$ cat src/rtl/core/owtp_pkg.sv
// shared types and constants for the one-wire temperature poller
package owtp_pkg;

  localparam int TICK_W    = 10;
  localparam int TEMP_W    = 16;
  localparam int BITPOS_W  = 6;
  localparam int CFG_IDX_W = 3;

  localparam logic [TICK_W-1:0]   TICK_MAX  = 10'd1023;
  localparam logic [BITPOS_W-1:0] READ_BITS = 6'd31;
  localparam logic [BITPOS_W-1:0] CMD_BITS  = 6'd8;
  localparam logic [BITPOS_W-1:0] TEMP_BITS = 6'd16;

  localparam logic [7:0] CMD_SKIP_ROM = 8'hCC;
  localparam logic [7:0] CMD_CONVERT  = 8'h44;
  localparam logic [7:0] CMD_READ_PAD = 8'hBE;

  // configuration register indexes
  localparam logic [CFG_IDX_W-1:0] CFG_RESET_LOW  = 3'd0;
  localparam logic [CFG_IDX_W-1:0] CFG_PRES_START = 3'd1;
  localparam logic [CFG_IDX_W-1:0] CFG_PRES_END   = 3'd2;
  localparam logic [CFG_IDX_W-1:0] CFG_PRES_WAIT  = 3'd3;
  localparam logic [CFG_IDX_W-1:0] CFG_SLOT       = 3'd4;

  localparam logic [TICK_W-1:0] RST_RESET_LOW  = 10'd480;
  localparam logic [TICK_W-1:0] RST_PRES_START = 10'd80;
  localparam logic [TICK_W-1:0] RST_PRES_END   = 10'd240;
  localparam logic [TICK_W-1:0] RST_PRES_WAIT  = 10'd480;
  localparam logic [TICK_W-1:0] RST_SLOT       = 10'd60;

  typedef struct packed {
    logic [TICK_W-1:0] reset_low;
    logic [TICK_W-1:0] pres_start;
    logic [TICK_W-1:0] pres_end;
    logic [TICK_W-1:0] pres_wait;
    logic [TICK_W-1:0] slot;
  } cfg_t;

  typedef struct packed {
    logic              drive_low;
    logic [TEMP_W-1:0] temperature;
    logic              new_reading;
  } result_t;

endpackage

$ cat src/rtl/core/owtp_if.sv
// request channel interfaces: tick input, result output, register write
interface owtp_in_if;
  logic valid;
  logic ready;
  logic bus_level;
  modport source (output valid, output bus_level, input ready);
  modport sink (input valid, input bus_level, output ready);
endinterface

interface owtp_out_if import owtp_pkg::*; ();
  logic              valid;
  logic              ready;
  logic              drive_low;
  logic [TEMP_W-1:0] temperature_raw;
  logic              new_reading;
  modport source (output valid, output drive_low, output temperature_raw,
                  output new_reading, input ready);
  modport sink (input valid, input drive_low, input temperature_raw,
                input new_reading, output ready);
endinterface

interface owtp_cfg_if import owtp_pkg::*; ();
  logic                 valid;
  logic                 ready;
  logic [CFG_IDX_W-1:0] index;
  logic [TICK_W-1:0]    data;
  modport source (output valid, output index, output data, input ready);
  modport sink (input valid, input index, input data, output ready);
endinterface

$ cat src/rtl/core/owtp_cfg_regs.sv
// timing configuration registers
module owtp_cfg_regs import owtp_pkg::*; (
  input  logic                 clk,
  input  logic                 rst_n,
  input  logic                 wr_en,
  input  logic [CFG_IDX_W-1:0] wr_index,
  input  logic [TICK_W-1:0]    wr_data,
  output cfg_t                 cfg
);

  cfg_t cfg_r;
  cfg_t cfg_nxt;

  always_comb begin
    cfg_nxt = cfg_r;
    if (wr_en) begin
      unique case (wr_index)
        CFG_RESET_LOW:  cfg_nxt.reset_low  = wr_data;
        CFG_PRES_START: cfg_nxt.pres_start = wr_data;
        CFG_PRES_END:   cfg_nxt.pres_end   = wr_data;
        CFG_PRES_WAIT:  cfg_nxt.pres_wait  = wr_data;
        CFG_SLOT:       cfg_nxt.slot       = wr_data;
        default:        cfg_nxt = cfg_r;  // unmapped index
      endcase
    end
  end

  always_ff @(posedge clk) begin
    if (!rst_n) begin
      cfg_r.reset_low  <= RST_RESET_LOW;
      cfg_r.pres_start <= RST_PRES_START;
      cfg_r.pres_end   <= RST_PRES_END;
      cfg_r.pres_wait  <= RST_PRES_WAIT;
      cfg_r.slot       <= RST_SLOT;
    end else begin
      cfg_r <= cfg_nxt;
    end
  end

  assign cfg = cfg_r;

endmodule

$ cat src/rtl/core/owtp_engine.sv
// bus sequencer: one tick step of reset, command write and read slots
module owtp_engine import owtp_pkg::*; (
  input  logic    clk,
  input  logic    rst_n,
  input  logic    step,
  input  logic    level,
  input  cfg_t    cfg,
  output result_t res
);

  typedef enum logic [3:0] {
    PH_RST_START, PH_RST_LOW, PH_PRESENCE, PH_LOAD_SKIP, PH_LOAD_CONVERT,
    PH_LOAD_READ, PH_WSLOT_START, PH_WSLOT_BIT, PH_WSLOT_WAIT, PH_RSLOT_START,
    PH_RSLOT_RELEASE, PH_RSLOT_SAMPLE, PH_RSLOT_WAIT
  } phase_t;

  typedef enum logic [1:0] {
    RND_SKIP_CONVERT, RND_CONVERT, RND_SKIP_READ, RND_READ
  } round_t;

  phase_t              phase_r, phase_nxt;
  round_t              round_r, round_nxt;
  logic [TICK_W-1:0]   tick_r, tick_nxt, tick_inc;
  logic [BITPOS_W-1:0] bitpos_r, bitpos_nxt, bitpos_inc;
  logic [7:0]          cmd_r, cmd_nxt;
  logic [TEMP_W-1:0]   rx_r, rx_nxt;
  logic                pres_r, pres_nxt;
  logic                drive_r, drive_nxt;
  logic [TEMP_W-1:0]   temp_r, temp_nxt;
  logic                strobe;

  assign tick_inc   = (tick_r < TICK_MAX) ? tick_r + 10'd1 : tick_r;
  assign bitpos_inc = bitpos_r + 6'd1;

  always_comb begin
    phase_nxt  = phase_r;
    round_nxt  = round_r;
    tick_nxt   = tick_inc;
    bitpos_nxt = bitpos_r;
    cmd_nxt    = cmd_r;
    rx_nxt     = rx_r;
    pres_nxt   = pres_r;
    drive_nxt  = drive_r;
    temp_nxt   = temp_r;
    strobe     = 1'b0;
    unique case (phase_r)
      PH_RST_LOW: begin
        if (tick_inc >= cfg.reset_low) begin
          drive_nxt = 1'b0;
          pres_nxt  = level;
          tick_nxt  = '0;
          phase_nxt = PH_PRESENCE;
        end
      end
      PH_PRESENCE: begin
        // window end at the saturated count closes the window
        if (tick_inc <= cfg.pres_end && tick_inc < TICK_MAX) begin
          if (tick_inc >= cfg.pres_start && pres_r) begin
            pres_nxt = level;
          end
        end else if (tick_inc >= cfg.pres_wait) begin
          phase_nxt = pres_r ? PH_RST_START : PH_LOAD_SKIP;
        end
      end
      PH_LOAD_SKIP: begin
        cmd_nxt    = CMD_SKIP_ROM;
        bitpos_nxt = '0;
        phase_nxt  = PH_WSLOT_START;
      end
      PH_LOAD_CONVERT: begin
        cmd_nxt    = CMD_CONVERT;
        bitpos_nxt = '0;
        round_nxt  = RND_CONVERT;
        phase_nxt  = PH_WSLOT_START;
      end
      PH_LOAD_READ: begin
        cmd_nxt    = CMD_READ_PAD;
        bitpos_nxt = '0;
        round_nxt  = RND_READ;
        phase_nxt  = PH_WSLOT_START;
      end
      PH_WSLOT_START: begin
        drive_nxt = 1'b1;
        tick_nxt  = '0;
        phase_nxt = PH_WSLOT_BIT;
      end
      PH_RSLOT_START: begin
        drive_nxt = 1'b1;
        tick_nxt  = '0;
        phase_nxt = PH_RSLOT_RELEASE;
      end
      PH_WSLOT_BIT: begin
        if (cmd_r[bitpos_r[2:0]]) begin
          drive_nxt = 1'b0;
        end
        phase_nxt = PH_WSLOT_WAIT;
      end
      PH_WSLOT_WAIT: begin
        if (tick_inc >= cfg.slot) begin
          drive_nxt  = 1'b0;
          bitpos_nxt = bitpos_inc;
          if (bitpos_inc < CMD_BITS) begin
            phase_nxt = PH_WSLOT_START;
          end else begin
            unique case (round_r)
              RND_SKIP_CONVERT: phase_nxt = PH_LOAD_CONVERT;
              RND_CONVERT: begin
                round_nxt = RND_SKIP_READ;
                phase_nxt = PH_RST_START;
              end
              RND_SKIP_READ: phase_nxt = PH_LOAD_READ;
              default: begin
                bitpos_nxt = '0;
                rx_nxt     = '0;
                phase_nxt  = PH_RSLOT_START;
              end
            endcase
          end
        end
      end
      PH_RSLOT_RELEASE: begin
        drive_nxt = 1'b0;
        phase_nxt = PH_RSLOT_SAMPLE;
      end
      PH_RSLOT_SAMPLE: begin
        pres_nxt = level;
        if (bitpos_r < TEMP_BITS) begin
          rx_nxt[bitpos_r[3:0]] = rx_r[bitpos_r[3:0]] | level;
        end
        phase_nxt = PH_RSLOT_WAIT;
      end
      PH_RSLOT_WAIT: begin
        if (tick_inc >= cfg.slot) begin
          bitpos_nxt = bitpos_inc;
          if (bitpos_inc >= READ_BITS) begin
            temp_nxt  = rx_r;
            strobe    = 1'b1;
            round_nxt = RND_SKIP_CONVERT;
            phase_nxt = PH_RST_START;
          end else begin
            phase_nxt = PH_RSLOT_START;
          end
        end
      end
      default: begin
        // reset pulse start, also taken by unused codes
        drive_nxt = 1'b1;
        tick_nxt  = '0;
        phase_nxt = PH_RST_LOW;
      end
    endcase
  end

  always_ff @(posedge clk) begin
    if (!rst_n) begin
      phase_r <= PH_RST_START;
      round_r <= RND_SKIP_CONVERT;
      tick_r  <= '0;
      drive_r <= 1'b0;
      temp_r  <= '0;
    end else if (step) begin
      phase_r <= phase_nxt;
      round_r <= round_nxt;
      tick_r  <= tick_nxt;
      drive_r <= drive_nxt;
      temp_r  <= temp_nxt;
    end
  end

  // written before they are read, so no reset
  always_ff @(posedge clk) begin
    if (step) begin
      bitpos_r <= bitpos_nxt;
      cmd_r    <= cmd_nxt;
      rx_r     <= rx_nxt;
      pres_r   <= pres_nxt;
    end
  end

  assign res.drive_low   = drive_nxt;
  assign res.temperature = temp_nxt;
  assign res.new_reading = strobe;

endmodule

$ cat src/rtl/core/one_wire_temperature_poller.sv
// top level of the one-wire temperature poller
// One request on the input channel is one microsecond tick carrying the
// sampled bus level; every request produces exactly one result request with
// the open-drain drive state (1 pulls the line low), the latest 16-bit raw
// temperature word and a strobe that marks the tick on which a new word was
// captured. The block takes one tick per clock cycle: a tick sits in an input
// register, the sequencer step between that register and the result register
// is combinational logic, and a new tick can enter every cycle as long as
// results are taken. While a result waits in the result register, the input
// register holds one more tick and then the input channel stalls until the
// result is taken.
// Timing registers are written through the configuration channel,
// which is always ready; indexes outside the five registers are ignored.
// There is no clearing pass after reset.
module one_wire_temperature_poller import owtp_pkg::*; (
  input  logic          clk,
  input  logic          rst_n,
  owtp_in_if.sink       in_ch,
  owtp_out_if.source    out_ch,
  owtp_cfg_if.sink      cfg_ch
);

  cfg_t    cfg;
  result_t res;

  logic              s1_valid_r;
  logic              s1_level_r;
  logic              out_valid_r;
  logic              out_drive_r;
  logic [TEMP_W-1:0] out_temp_r;
  logic              out_strobe_r;
  logic              out_free;
  logic              step;
  logic              in_take;

  // register writes land at once
  assign cfg_ch.ready = 1'b1;

  owtp_cfg_regs u_cfg (
    .clk      (clk),
    .rst_n    (rst_n),
    .wr_en    (cfg_ch.valid),
    .wr_index (cfg_ch.index),
    .wr_data  (cfg_ch.data),
    .cfg      (cfg)
  );

  // result register is free when empty or being drained
  assign out_free    = !out_valid_r || out_ch.ready;
  assign step        = s1_valid_r && out_free;
  assign in_ch.ready = !s1_valid_r || step;
  assign in_take     = in_ch.valid && in_ch.ready;

  // input register
  always_ff @(posedge clk) begin
    if (!rst_n) begin
      s1_valid_r <= 1'b0;
    end else if (in_ch.ready) begin
      s1_valid_r <= in_ch.valid;
    end
  end

  always_ff @(posedge clk) begin
    if (in_take) begin
      s1_level_r <= in_ch.bus_level;
    end
  end

  owtp_engine u_engine (
    .clk   (clk),
    .rst_n (rst_n),
    .step  (step),
    .level (s1_level_r),
    .cfg   (cfg),
    .res   (res)
  );

  // result register
  always_ff @(posedge clk) begin
    if (!rst_n) begin
      out_valid_r <= 1'b0;
    end else if (out_free) begin
      out_valid_r <= step;
    end
  end

  always_ff @(posedge clk) begin
    if (step) begin
      out_drive_r  <= res.drive_low;
      out_temp_r   <= res.temperature;
      out_strobe_r <= res.new_reading;
    end
  end

  assign out_ch.valid           = out_valid_r;
  assign out_ch.drive_low       = out_drive_r;
  assign out_ch.temperature_raw = out_temp_r;
  assign out_ch.new_reading     = out_strobe_r;

endmodule

$ cat src/flat_wrapper.sv
// flat-port wrapper written by rule: the top's interface ports become plain ports
module one_wire_temperature_poller_flat import owtp_pkg::*;
  (clk, rst_n, in_ch_valid, in_ch_bus_level, in_ch_ready, out_ch_valid, out_ch_drive_low, out_ch_temperature_raw, out_ch_new_reading, out_ch_ready, cfg_ch_valid, cfg_ch_index, cfg_ch_data, cfg_ch_ready);
  owtp_in_if in_ch_i ();
  owtp_out_if out_ch_i ();
  owtp_cfg_if cfg_ch_i ();
  input  logic clk;
  input  logic rst_n;
  input wire logic [$bits(in_ch_i.valid)-1:0] in_ch_valid;
  input wire logic [$bits(in_ch_i.bus_level)-1:0] in_ch_bus_level;
  output wire logic [$bits(in_ch_i.ready)-1:0] in_ch_ready;
  output wire logic [$bits(out_ch_i.valid)-1:0] out_ch_valid;
  output wire logic [$bits(out_ch_i.drive_low)-1:0] out_ch_drive_low;
  output wire logic [$bits(out_ch_i.temperature_raw)-1:0] out_ch_temperature_raw;
  output wire logic [$bits(out_ch_i.new_reading)-1:0] out_ch_new_reading;
  input wire logic [$bits(out_ch_i.ready)-1:0] out_ch_ready;
  input wire logic [$bits(cfg_ch_i.valid)-1:0] cfg_ch_valid;
  input wire logic [$bits(cfg_ch_i.index)-1:0] cfg_ch_index;
  input wire logic [$bits(cfg_ch_i.data)-1:0] cfg_ch_data;
  output wire logic [$bits(cfg_ch_i.ready)-1:0] cfg_ch_ready;
  assign in_ch_i.valid = in_ch_valid;
  assign in_ch_i.bus_level = in_ch_bus_level;
  assign in_ch_ready = in_ch_i.ready;
  assign out_ch_valid = out_ch_i.valid;
  assign out_ch_drive_low = out_ch_i.drive_low;
  assign out_ch_temperature_raw = out_ch_i.temperature_raw;
  assign out_ch_new_reading = out_ch_i.new_reading;
  assign out_ch_i.ready = out_ch_ready;
  assign cfg_ch_i.valid = cfg_ch_valid;
  assign cfg_ch_i.index = cfg_ch_index;
  assign cfg_ch_i.data = cfg_ch_data;
  assign cfg_ch_ready = cfg_ch_i.ready;
  one_wire_temperature_poller u_core (.clk(clk), .rst_n(rst_n), .in_ch(in_ch_i), .out_ch(out_ch_i), .cfg_ch(cfg_ch_i));
endmodule
$ cat config.mk
export PLATFORM = sky130hd
export DESIGN_NAME = one_wire_temperature_poller_flat
export DESIGN_NICKNAME = d
export VERILOG_FILES = /design/src/rtl/core/owtp_pkg.sv /design/src/rtl/core/owtp_if.sv /design/src/rtl/core/owtp_cfg_regs.sv /design/src/rtl/core/owtp_engine.sv /design/src/rtl/core/one_wire_temperature_poller.sv /design/src/flat_wrapper.sv
export SDC_FILE = /design/constraint.sdc
export NUM_CORES = 1
export LEC_CHECK = 0
export ABC_CLOCK_PERIOD_IN_PS = 3800
export BUFFER_PORTS_ARGS = -buffer_cell sky130_fd_sc_hd__buf_2
export CAP_MARGIN = 40
export CORE_MARGIN = 2
export CORE_UTILIZATION = 56
export DETAILED_ROUTE_END_ITERATION = 8
export PLACE_DENSITY = 0.77
export SETUP_SLACK_MARGIN = 0.1
export SYNTH_ARGS = -nofsm -noshare
export SYNTH_HDL_FRONTEND = slang
export SYNTH_HIERARCHICAL = 1
export SYNTH_SLANG_ARGS = --single-unit
$ cat constraint.sdc
create_clock -name clk -period 3.8 [get_ports clk]
set_input_delay 0.57 -clock clk [delete_from_list [all_inputs] [get_ports clk]]
set_output_delay 0.57 -clock clk [all_outputs]
set_load 0.05 [all_outputs]
==> impl_summary.md, run 1 <==
Status
The flow ran to the end, and the final reports show no timing, DRC or antenna violations.

Clock network
TritonCTS built the clock tree. Clock tree synthesis selected as its root buffer the cell sky130_fd_sc_hd__clkbuf_16. The clock slew seen by the registers of the worst setup and hold paths is 0.06 ns. CTS built an H-tree with a depth of 4.

The clock insertion delay at the later pin of the skew report is 0.43 ns. For this design, the CTS-stage hold fixing added 0 buffers. The clock net in this run drives a total of 130 sinks.

In this run the deepest clock path goes through 2 buffers. Counting the buffers created by CTS gives 17.

Setup path
The signal arrival time at the worst endpoint is 3.72 ns. In this run the worst path has a maximum fanout of 17. STA classifies the critical path endpoint as a flop. STA classifies the critical path startpoint as a flop.

The setup path with the least slack is of type reg -> reg. The critical path required time is 3.97 ns.

Logic synthesis
The count of state elements after synthesis is 130. In this run the mean area of a mapped cell was 9.475 um^2. The cell taking the most area after synthesis is sky130_fd_sc_hd__dfxtp_1. The number of enable-type register cells in the synthesized netlist is 45.

Sorting the synthesized cells by area gives the leading types as sky130_fd_sc_hd__dfxtp_1 22%, sky130_fd_sc_hd__edfxtp_1 18%, sky130_fd_sc_hd__ha_1 9.2%. The number of nets in the synthesized netlist is 882. The Yosys step of the flow raised 6 warnings. Ranked by instance count, the synthesized netlist is headed by 85 x sky130_fd_sc_hd__dfxtp_1, 75 x sky130_fd_sc_hd__nand2_1, 68 x sky130_fd_sc_hd__a21oi_1. The most used flip-flop cell after synthesis is sky130_fd_sc_hd__dfxtp_1. The netlist uses 76 different library cells. The fraction of synthesis flops using an asynchronous set or reset pin is 0%.

The cell count after synthesis is 807. The proportion of synthesized chip area in sequential cells is 39.93%. In this run the biggest area consumer among cell types represents 22.25% of the synthesized area. The area of the mapped netlist is 0.007646 mm^2.

By instance count, the leading cell after synthesis is sky130_fd_sc_hd__dfxtp_1.

Route
The total length of routed wires is 18880 um. The remaining antenna violation count after routing is 0. The remaining routing DRC violations is 0. In the routed layout, each cell is associated on average with a via count of 6.143. Summing over every cut layer, the via total after detailed routing is 6303.

In the final routed layout, each cell accounts on average for 18.41 um. In this run, the number of DRC markers left after iteration 0 of detailed routing was 692. The number of detailed-routing iterations run before antenna repair is 5.

Pwr
The switching power total is 0.8324 mW. Net switching is 25.76% of the power. The post-layout total power is 3.232 mW. The maximum vdd drop is 0.0004214 V.

The analysis attributes to cell leakage a power of 3.625 nW. The design internal power is 2.399 mW. The proportion of power drawn by the clock network is 47.8%. The fraction of power consumed by combinational cells is 6.5%. The ratio of total power to cell area is 375.4 mW/mm^2. Sequential cells account for 45.6% of the total power.

Timing
For the final routed database, the setup TNS stands at 0 ns. The part of the cycle the worst path needs is 93.45%. Setup violations remaining at the end of the flow were counted as 0.

The final count of pins violating max slew is 0. Headroom to the max-slew limit came out at 48.73%. The minimum clock period is 3.551 ns. Setup repair after global routing could not meet its margin everywhere. The peak clock frequency supported by timing is 0.2816 GHz. For the pin with the worst max-slew slack, the measured transition is 0.7690 ns. The final count of hold timing violations is 0. For the final database, setup skew stands at 0.01136 ns.

Place
The congestion estimate from routability-driven global placement came to 0.9379. Detailed placement ended at an HPWL of 13510 um. The number of input and output port buffers inserted is 38.

Finish
The area growth from synthesis to layout is 12.58%. The total number of nets in the final design is 912. The share of final-layout standard cells stronger than drive strength 1 is 16.00%.

The number of antenna diodes in the final layout is 0.

Hold path
In this run the worst hold path is classified as in -> reg.

Global routing
The total overflow reported by the global router is 0. The maximum number of pins on one net before global-route repair is 52. The global-route wire length before repair is 30710 um. The global-route usage over all layers is 26.90%.

The initial antenna violation count is 0. The via count of the first global-routing pass is 6174.

Floorplan
The die is 120.9 um tall. From left edge to right edge, the die measures 120.9 um. The area of the core region is 0.01330 mm^2. The full die area is 0.01460 mm^2. The number of top-level pins is 40. The initial utilization of the core area, before any placement, comes to 57.51%. The number of placement rows is 42.

Flow run
The reported max-cap violation count is 0.
## repair_timing
item                                    in CTS  in global routing
buffers inserted                             0                  0
endpoints found under the setup margin       0                 35
gates resized for setup                      0                  6
## layout by cell type, fill, tap and decap left out, types with 26 or more instances in the layout
cell type	netlist	final
sky130_fd_sc_hd__dfxtp_1	85	84
sky130_fd_sc_hd__nor2_1	41	40
sky130_fd_sc_hd__a21oi_1	68	67
sky130_fd_sc_hd__o21ai_0	26	26
sky130_fd_sc_hd__inv_1	58	58
sky130_fd_sc_hd__nand2_1	75	75
sky130_fd_sc_hd__ha_1	56	55
sky130_fd_sc_hd__mux2i_1	52	52
sky130_fd_sc_hd__buf_2	11	38
sky130_fd_sc_hd__nor2b_1	35	34
sky130_fd_sc_hd__edfxtp_1	45	45
sky130_fd_sc_hd__nand3_1	32	32
## power by group through the flow
stage | Sequential, mW | Combinational [mW] | Clock (mW)
finish | 1.47 | 0.212 | 1.55
global route | 1.48 | 0.230 | 1.63
CTS | 1.47 | 0.211 | 1.56
detailed placement | 1.50 | 0.210 | 0
global placement | 1.50 | 0.201 | 0
floorplan | 1.52 | 0.124 | 0
## cell type report
cell class	instances	area, um^2
Fill cell	1059	4687
Multi-Input combinational cell	572	4172
Inverter	58	217.7
Clock buffer	18	439.2
Timing Repair Buffer	58	385.4
Sequential cell	130	3054
Tap cell	176	220.2
Clock inverter	14	120.1
## through the flow
step           instances  instance area [um^2]  util (%)  setup WS (ns)  hold slack, ns
2_1_floorplan        807                  7657         -         0.2089          0.4347
3_3_place_gp         992                  8005     60.21         0.2233          0.4441
3_5_place_dp         994                  8040     60.47         0.1295          0.4571
4_1_cts             1026                  8600     64.68         0.1147          0.3068
5_1_grt             1026                  8608     64.75        0.09774          0.3054
6_report            1026                  8608     64.75         0.2491          0.3231
## sequential cells by signal (all words and copies together), names as in the netlist
| signal | cells |
|---|---|
| u_core/u_engine/phase_r | 4 |
| u_core/s1_valid_r | 1 |
| u_core/u_engine/temp_r | 16 |
| u_core/u_engine/tick_r | 10 |
| u_core/u_engine/cmd_r | 3 |
| u_core/u_engine/bitpos_r | 6 |
| u_core/out_ch.valid | 1 |
| u_core/u_engine/drive_r | 1 |
| u_core/u_cfg/cfg | 50 |
| u_core/out_ch.new_reading | 1 |
| u_core/u_engine/rx_r | 16 |
| u_core/out_ch.drive_low | 1 |
| u_core/s1_level_r | 1 |
| u_core/u_engine/round_r | 2 |
| u_core/u_engine/pres_r | 1 |
| u_core/out_ch.temperature_raw | 16 |
## cell families (layout without fill, tap and decap cells)
| kind of cell | count (synthesis) | after routing | share of synthesized area (%) |
|---|---|---|---|
| simple gates | 252 | 252 | 17.71 |
| mux | 74 | 74 | 11.27 |
| flops | 130 | 130 | 39.93 |
| compound gates | 184 | 184 | 15.43 |
| fa+ha+maj | 56 | 56 | 9.164 |
| buf+inv | 105 | 148 | 5.875 |
| other cells | 1 | 1 | 0.04904 |
| xor+xnor | 5 | 5 | 0.5727 |
## critical path, stage by stage, from the launching register on
cell                       delay, ns
sky130_fd_sc_hd__dfxtp_2        0.39
sky130_fd_sc_hd__ha_2           0.25
sky130_fd_sc_hd__and3_2         0.26
sky130_fd_sc_hd__nand2_1        0.12
sky130_fd_sc_hd__a21o_1         0.28
sky130_fd_sc_hd__ha_1           0.30
sky130_fd_sc_hd__a211oi_1       0.06
sky130_fd_sc_hd__o21ai_0        0.27
sky130_fd_sc_hd__a21boi_1       0.15
sky130_fd_sc_hd__o21ba_2        0.25
sky130_fd_sc_hd__buf_4          0.19
sky130_fd_sc_hd__nor3_4         0.21
sky130_fd_sc_hd__buf_12         0.20
sky130_fd_sc_hd__mux2_2         0.35
## final timing paths
path / start / end / slack [ns] / depth (start not counted)
max: u_core/u_engine/tick_r[0] / u_core/out_ch.temperature_raw[1] / 0.25 / 13
min: in_ch_bus_level / u_core/s1_level_r / 0.32 / 1
max reg2reg: u_core/u_engine/tick_r[0] / u_core/out_ch.temperature_raw[1] / 0.25 / 13
min reg2reg: u_core/u_cfg/cfg[28] / u_core/u_cfg/cfg[28] / 0.46 / 2
## routing by layer
layer  wire length, um  GRT usage, %  vias up
li1                  -             -     2991
met1              7648         30.80     3060
met2              9881         48.28      213
met3               899         6.344       39
met4               454         10.32        0
met5                 0             0        -
(Power assumes the default switching activity.)
==> inputs of run 2 (changes only) <==
--- a/config.mk
+++ b/config.mk
@@ -15,5 +15,4 @@
 export SETUP_SLACK_MARGIN = 0.1
 export SYNTH_ARGS = -nofsm -noshare
 export SYNTH_HDL_FRONTEND = slang
-export SYNTH_HIERARCHICAL = 1
 export SYNTH_SLANG_ARGS = --single-unit
==> run 2 against run 1 <==
Net effect: first-iteration DRC count decreased by 43%; critical path depth shrank 2; maximum frequency shrank 0.17%; setup slack worse by 0.0059 ns; sequential power hardly changed; via count decreased by 6.4%.
==> impl_summary.md, run 2 <==
Status
The flow ran to the end, and the final reports show no timing, DRC or antenna violations.

Clock network
TritonCTS built the clock tree. The TritonCTS sink count is 130 (unchanged). The deepest clock path buffer count is 2 (unchanged). The clock slew seen by the registers of the worst setup and hold paths was 0.06 ns (about the same). The number of hold-repair buffers added at the cts stage came to 0 (unchanged). The clock insertion delay at the later pin of the skew report is 0.43 ns (about the same). The tree is rooted in a sky130_fd_sc_hd__clkbuf_16.

The CTS buffer count is 17 (unchanged). The CTS H-tree depth is 4 (unchanged).

Finish
The share of final-layout standard cells stronger than drive strength 1 is 14.86% (-1.1 points). The area of the multi-input gates was 0.004078 mm^2 (-2.2%). The flip-flop and latch area is 0.003058 mm^2 (+0.12%).

The library cell used most frequently in the layout, excluding fill and tap cells, is sky130_fd_sc_hd__nand2_1. The number of flip-flops in the largest register was 50 (unchanged). The number of filler cells placed in the layout is 1102 (+4.1%).

The post-route cell area came to 0.008392 mm^2 (-2.5%). The utilization after layout is 63.37% (-1.4 points). The number of antenna diodes is 0 (unchanged). In the layout the commonest cells are 112 x sky130_fd_sc_hd__nand2_1, 81 x sky130_fd_sc_hd__dfxtp_1, 56 x sky130_fd_sc_hd__ha_1. The total number of nets in the final design is 883 (-3.2%). The layout overhead on the synthesized area is 10.64%.

Pwr
The ratio of total power to cell area is 382.7 mW/mm^2 (+2.0%). The switching share of total power is 23.90% (-1.9 points). The proportion of power drawn by the clock network came to 46.9% (-0.9 points).

The switching power total was 0.7675 mW (-7.8%). The post-layout total power is 3.212 mW (-0.61%). The fraction of power consumed by combinational cells is 6.9% (+0.4 points). The part of the power in registers is 46.2% (+0.6 points). The maximum vdd drop is 0.0003523 V (-16%).

The cell leakage power came to 3.366 nW (-7.2%). The design internal power was 2.444 mW (+1.9%).

Route
The remaining routing DRC violations is 0 (unchanged). The number of detailed-routing iterations run before antenna repair is 7 (+2). The post-detailed-route via-to-cell ratio is 5.915 (-3.7%). The via count was 5897 (-6.4%). The detail-routed net length per standard cell is 17.37 um (-5.6%). The total length of routed wires is 17320 um (-8.3%). The DRC marker count from the first detailed-route iteration is 394 (-43%). The remaining antenna violation count after routing is 0 (unchanged).

Logic synthesis
By count the netlist is led by 112 x sky130_fd_sc_hd__nand2_1, 85 x sky130_fd_sc_hd__dfxtp_1, 56 x sky130_fd_sc_hd__ha_1. The number of nets produced by synthesis is 868 (-1.6%). The portion of synthesized cell area occupied by the leading cell type is 22.43% (+0.18 points). The most used flip-flop cell after synthesis is sky130_fd_sc_hd__dfxtp_1.

The cell count after synthesis is 793 (-1.7%). By instance count, the leading cell after synthesis is sky130_fd_sc_hd__nand2_1. The proportion of synthesized chip area in sequential cells is 40.25% (+0.32 points). By area the synthesized netlist is led by sky130_fd_sc_hd__dfxtp_1 22%, sky130_fd_sc_hd__edfxtp_1 18%, sky130_fd_sc_hd__ha_1 9.2%.

The synthesized area per cell is 9.565 um^2 (+0.95%). The fraction of synthesis flops using an asynchronous set or reset pin came to 0% (unchanged). The number of warnings issued by yosys was 0 (-6).

The largest total area in the synthesized netlist belongs to sky130_fd_sc_hd__dfxtp_1. The area of the mapped netlist was 0.007585 mm^2 (-0.80%). The count of state elements after synthesis is 130 (unchanged). The number of enable-type register cells in the synthesized netlist is 45 (unchanged).

The number of distinct library cell variants in the gate-level netlist after synthesis is 82 (+7.9%).

Global routing
The initial antenna violation count is 0 (unchanged). The global-route usage over all layers is 24.91% (-2.0 points). The maximum number of pins on one net before global-route repair is 54 (+3.8%).

The global-route wire length before repair is 28430 um (-7.4%). The via count of the first global-routing pass is 5825 (-5.7%). The total overflow reported by the global router is 0 (unchanged).

Setup path
The critical path required time is 3.98 ns (about the same). The worst setup path is captured at a flop. The highest net fanout along the worst path is 17 (unchanged).

The minimum setup slack among reg-to-reg paths is 0.24 ns (about the same). The classification of the worst setup path is reg -> reg. In this run the critical register-to-register path is launched from u_core.u_engine.tick_r[4].

The worst setup path is launched from a flop. The cell depth of the worst flop-to-flop path is 11 (-2). The signal arrival time at the worst endpoint came to 3.73 ns (about the same). The endpoint of the worst-slack reg-to-reg timing path is u_core.out_ch.temperature_raw[12].

Place
The number of input and output port buffers inserted is 38 (unchanged). The last weighted congestion value of the routability-driven placer is 0.9398 (+0.20%). The total half-perimeter wirelength after legalization and detailed placement was 12170 um (-9.9%). The cell area after placement is 0.007828 mm^2 (-2.6%).

Timing
The number of setup violations in the final report came to 0 (unchanged). The worst-case clock skew was 0.009181 ns (-0.002176 ns). The slew at the pin closest to its max-slew limit is 0.8744 ns (+0.1054 ns).

The headroom to the max-slew limit is 41.71% (-7.0 points). The final count of pins violating max slew is 0 (unchanged). The peak clock frequency supported by timing was 0.2812 GHz (-0.17%). The minimum clock period was 3.557 ns (+0.005874 ns). The part of the cycle the worst path needs is 93.60% (+0.15 points). Setup repair after global routing left no endpoint under its margin. The final count of hold timing violations is 0 (unchanged). The aggregate negative setup slack is 0 ns (unchanged).

Hold path
The number of instances on the worst hold path is 1 (unchanged). The start point of the worst hold path is in_ch_bus_level. The worst hold path belongs to the class in -> reg. The path with the worst hold slack has its endpoint at u_core.s1_level_r.

Floorplan
The number of top-level pins was 40 (unchanged). The starting density of the core is 57.28% (-0.23 points). The die outline width is 120.4 um (-0.39%). The number of placement rows is 42 (unchanged). The die span in y is 120.4 um (-0.39%). The area of the core region was 0.01324 mm^2 (-0.40%). The full die area is 0.01449 mm^2 (-0.78%).

Flow run
The reported max-cap violation count is 0 (unchanged).
-- run 2: logic make-up (layout without fill, tap and decap cells) --
group           Yosys count  after routing  share of synthesized area, %
other cells               1              1                       0.04944
simple gates            242            242                         16.35
compound gates          204            204                         19.52
fa+ha+maj                56             56                         9.238
buf+inv                 106            134                         6.367
flops                   130            130                         40.25
mux                      46             46                         7.308
xor+xnor                  8              8                        0.9238
-- run 2: routing by layer --
layer / track usage [%] / share of wire, % / vias to the layer above
li1: - / - / 2876
met1: 30.24 / 43 / 2812
met2: 42.66 / 49 / 177
met3: 5.755 / 5.4 / 32
met4: 9.956 / 2.4 / 0
met5: 0 / 0 / -
-- run 2: cell type report --
cell class,instances,area share (%)
repair buffers,49,3.534
flip-flops and latches,130,36.44
multi-input cells,557,48.59
well taps,176,2.624
clock buffers,22,5.412
clock inverters,10,1.029
inverters,53,2.371
-- run 2: how the worst max path moves through the flow --
stage	start	cells past startpoint	slack (ns)	end
global placement	u_core.u_engine.tick_r[0]	13	0.18	u_core.out_ch.temperature_raw[14]
floorplan	u_core.u_engine.tick_r[1]	11	0.16	u_core.u_engine.rx_r[0]
finish	u_core.u_engine.tick_r[4]	11	0.24	u_core.out_ch.temperature_raw[12]
global route	u_core.u_engine.tick_r[6]	11	0.11	u_core.out_ch.temperature_raw[15]
detailed placement	u_core.u_engine.tick_r[0]	13	0.05	u_core.u_engine.bitpos_r[1]
CTS	u_core.u_engine.tick_r[2]	11	0.11	u_core.out_ch.temperature_raw[14]
-- run 2: worst max-delay path, cell delays in order (launching register included) --
cell and delay [ns]:
sky130_fd_sc_hd__dfxtp_1 0.42, sky130_fd_sc_hd__and3_2 0.29, sky130_fd_sc_hd__and3_1 0.27, sky130_fd_sc_hd__and3_1 0.19, sky130_fd_sc_hd__mux2_2 0.41, sky130_fd_sc_hd__ha_1 0.30
sky130_fd_sc_hd__nand2_1 0.06, sky130_fd_sc_hd__a211o_1 0.32, sky130_fd_sc_hd__o21ba_2 0.26, sky130_fd_sc_hd__nor3b_4 0.24, sky130_fd_sc_hd__buf_12 0.19, sky130_fd_sc_hd__mux2_2 0.34
-- run 2: timing repair --
item	CTS	global route
resized for setup	3	9
endpoints found under the setup margin	27	61
buffers inserted	0	0
pin swaps	0	0
-- run 2: power by group through the flow --
| stage | Clock (mW) | Sequential, mW | Combinational, mW |
|---|---|---|---|
| after floorplan | 0 | 1.53 | 0.135 |
| after global placement | 0 | 1.51 | 0.212 |
| after CTS | 1.52 | 1.48 | 0.221 |
| after detailed placement | 0 | 1.51 | 0.218 |
| after global routing | 1.58 | 1.49 | 0.243 |
| final | 1.51 | 1.48 | 0.222 |
-- run 2: per-stage QoR --
| step | instances | worst slack, ns | hold WS, ns |
|---|---|---|---|
| floorplan | 793 | 0.1635 | 0.4435 |
| global placement | 964 | 0.1775 | 0.4497 |
| detailed placement | 965 | 0.05276 | 0.4589 |
| CTS | 997 | 0.1085 | 0.3237 |
| global route | 997 | 0.1069 | 0.3236 |
| finish | 997 | 0.2432 | 0.3351 |
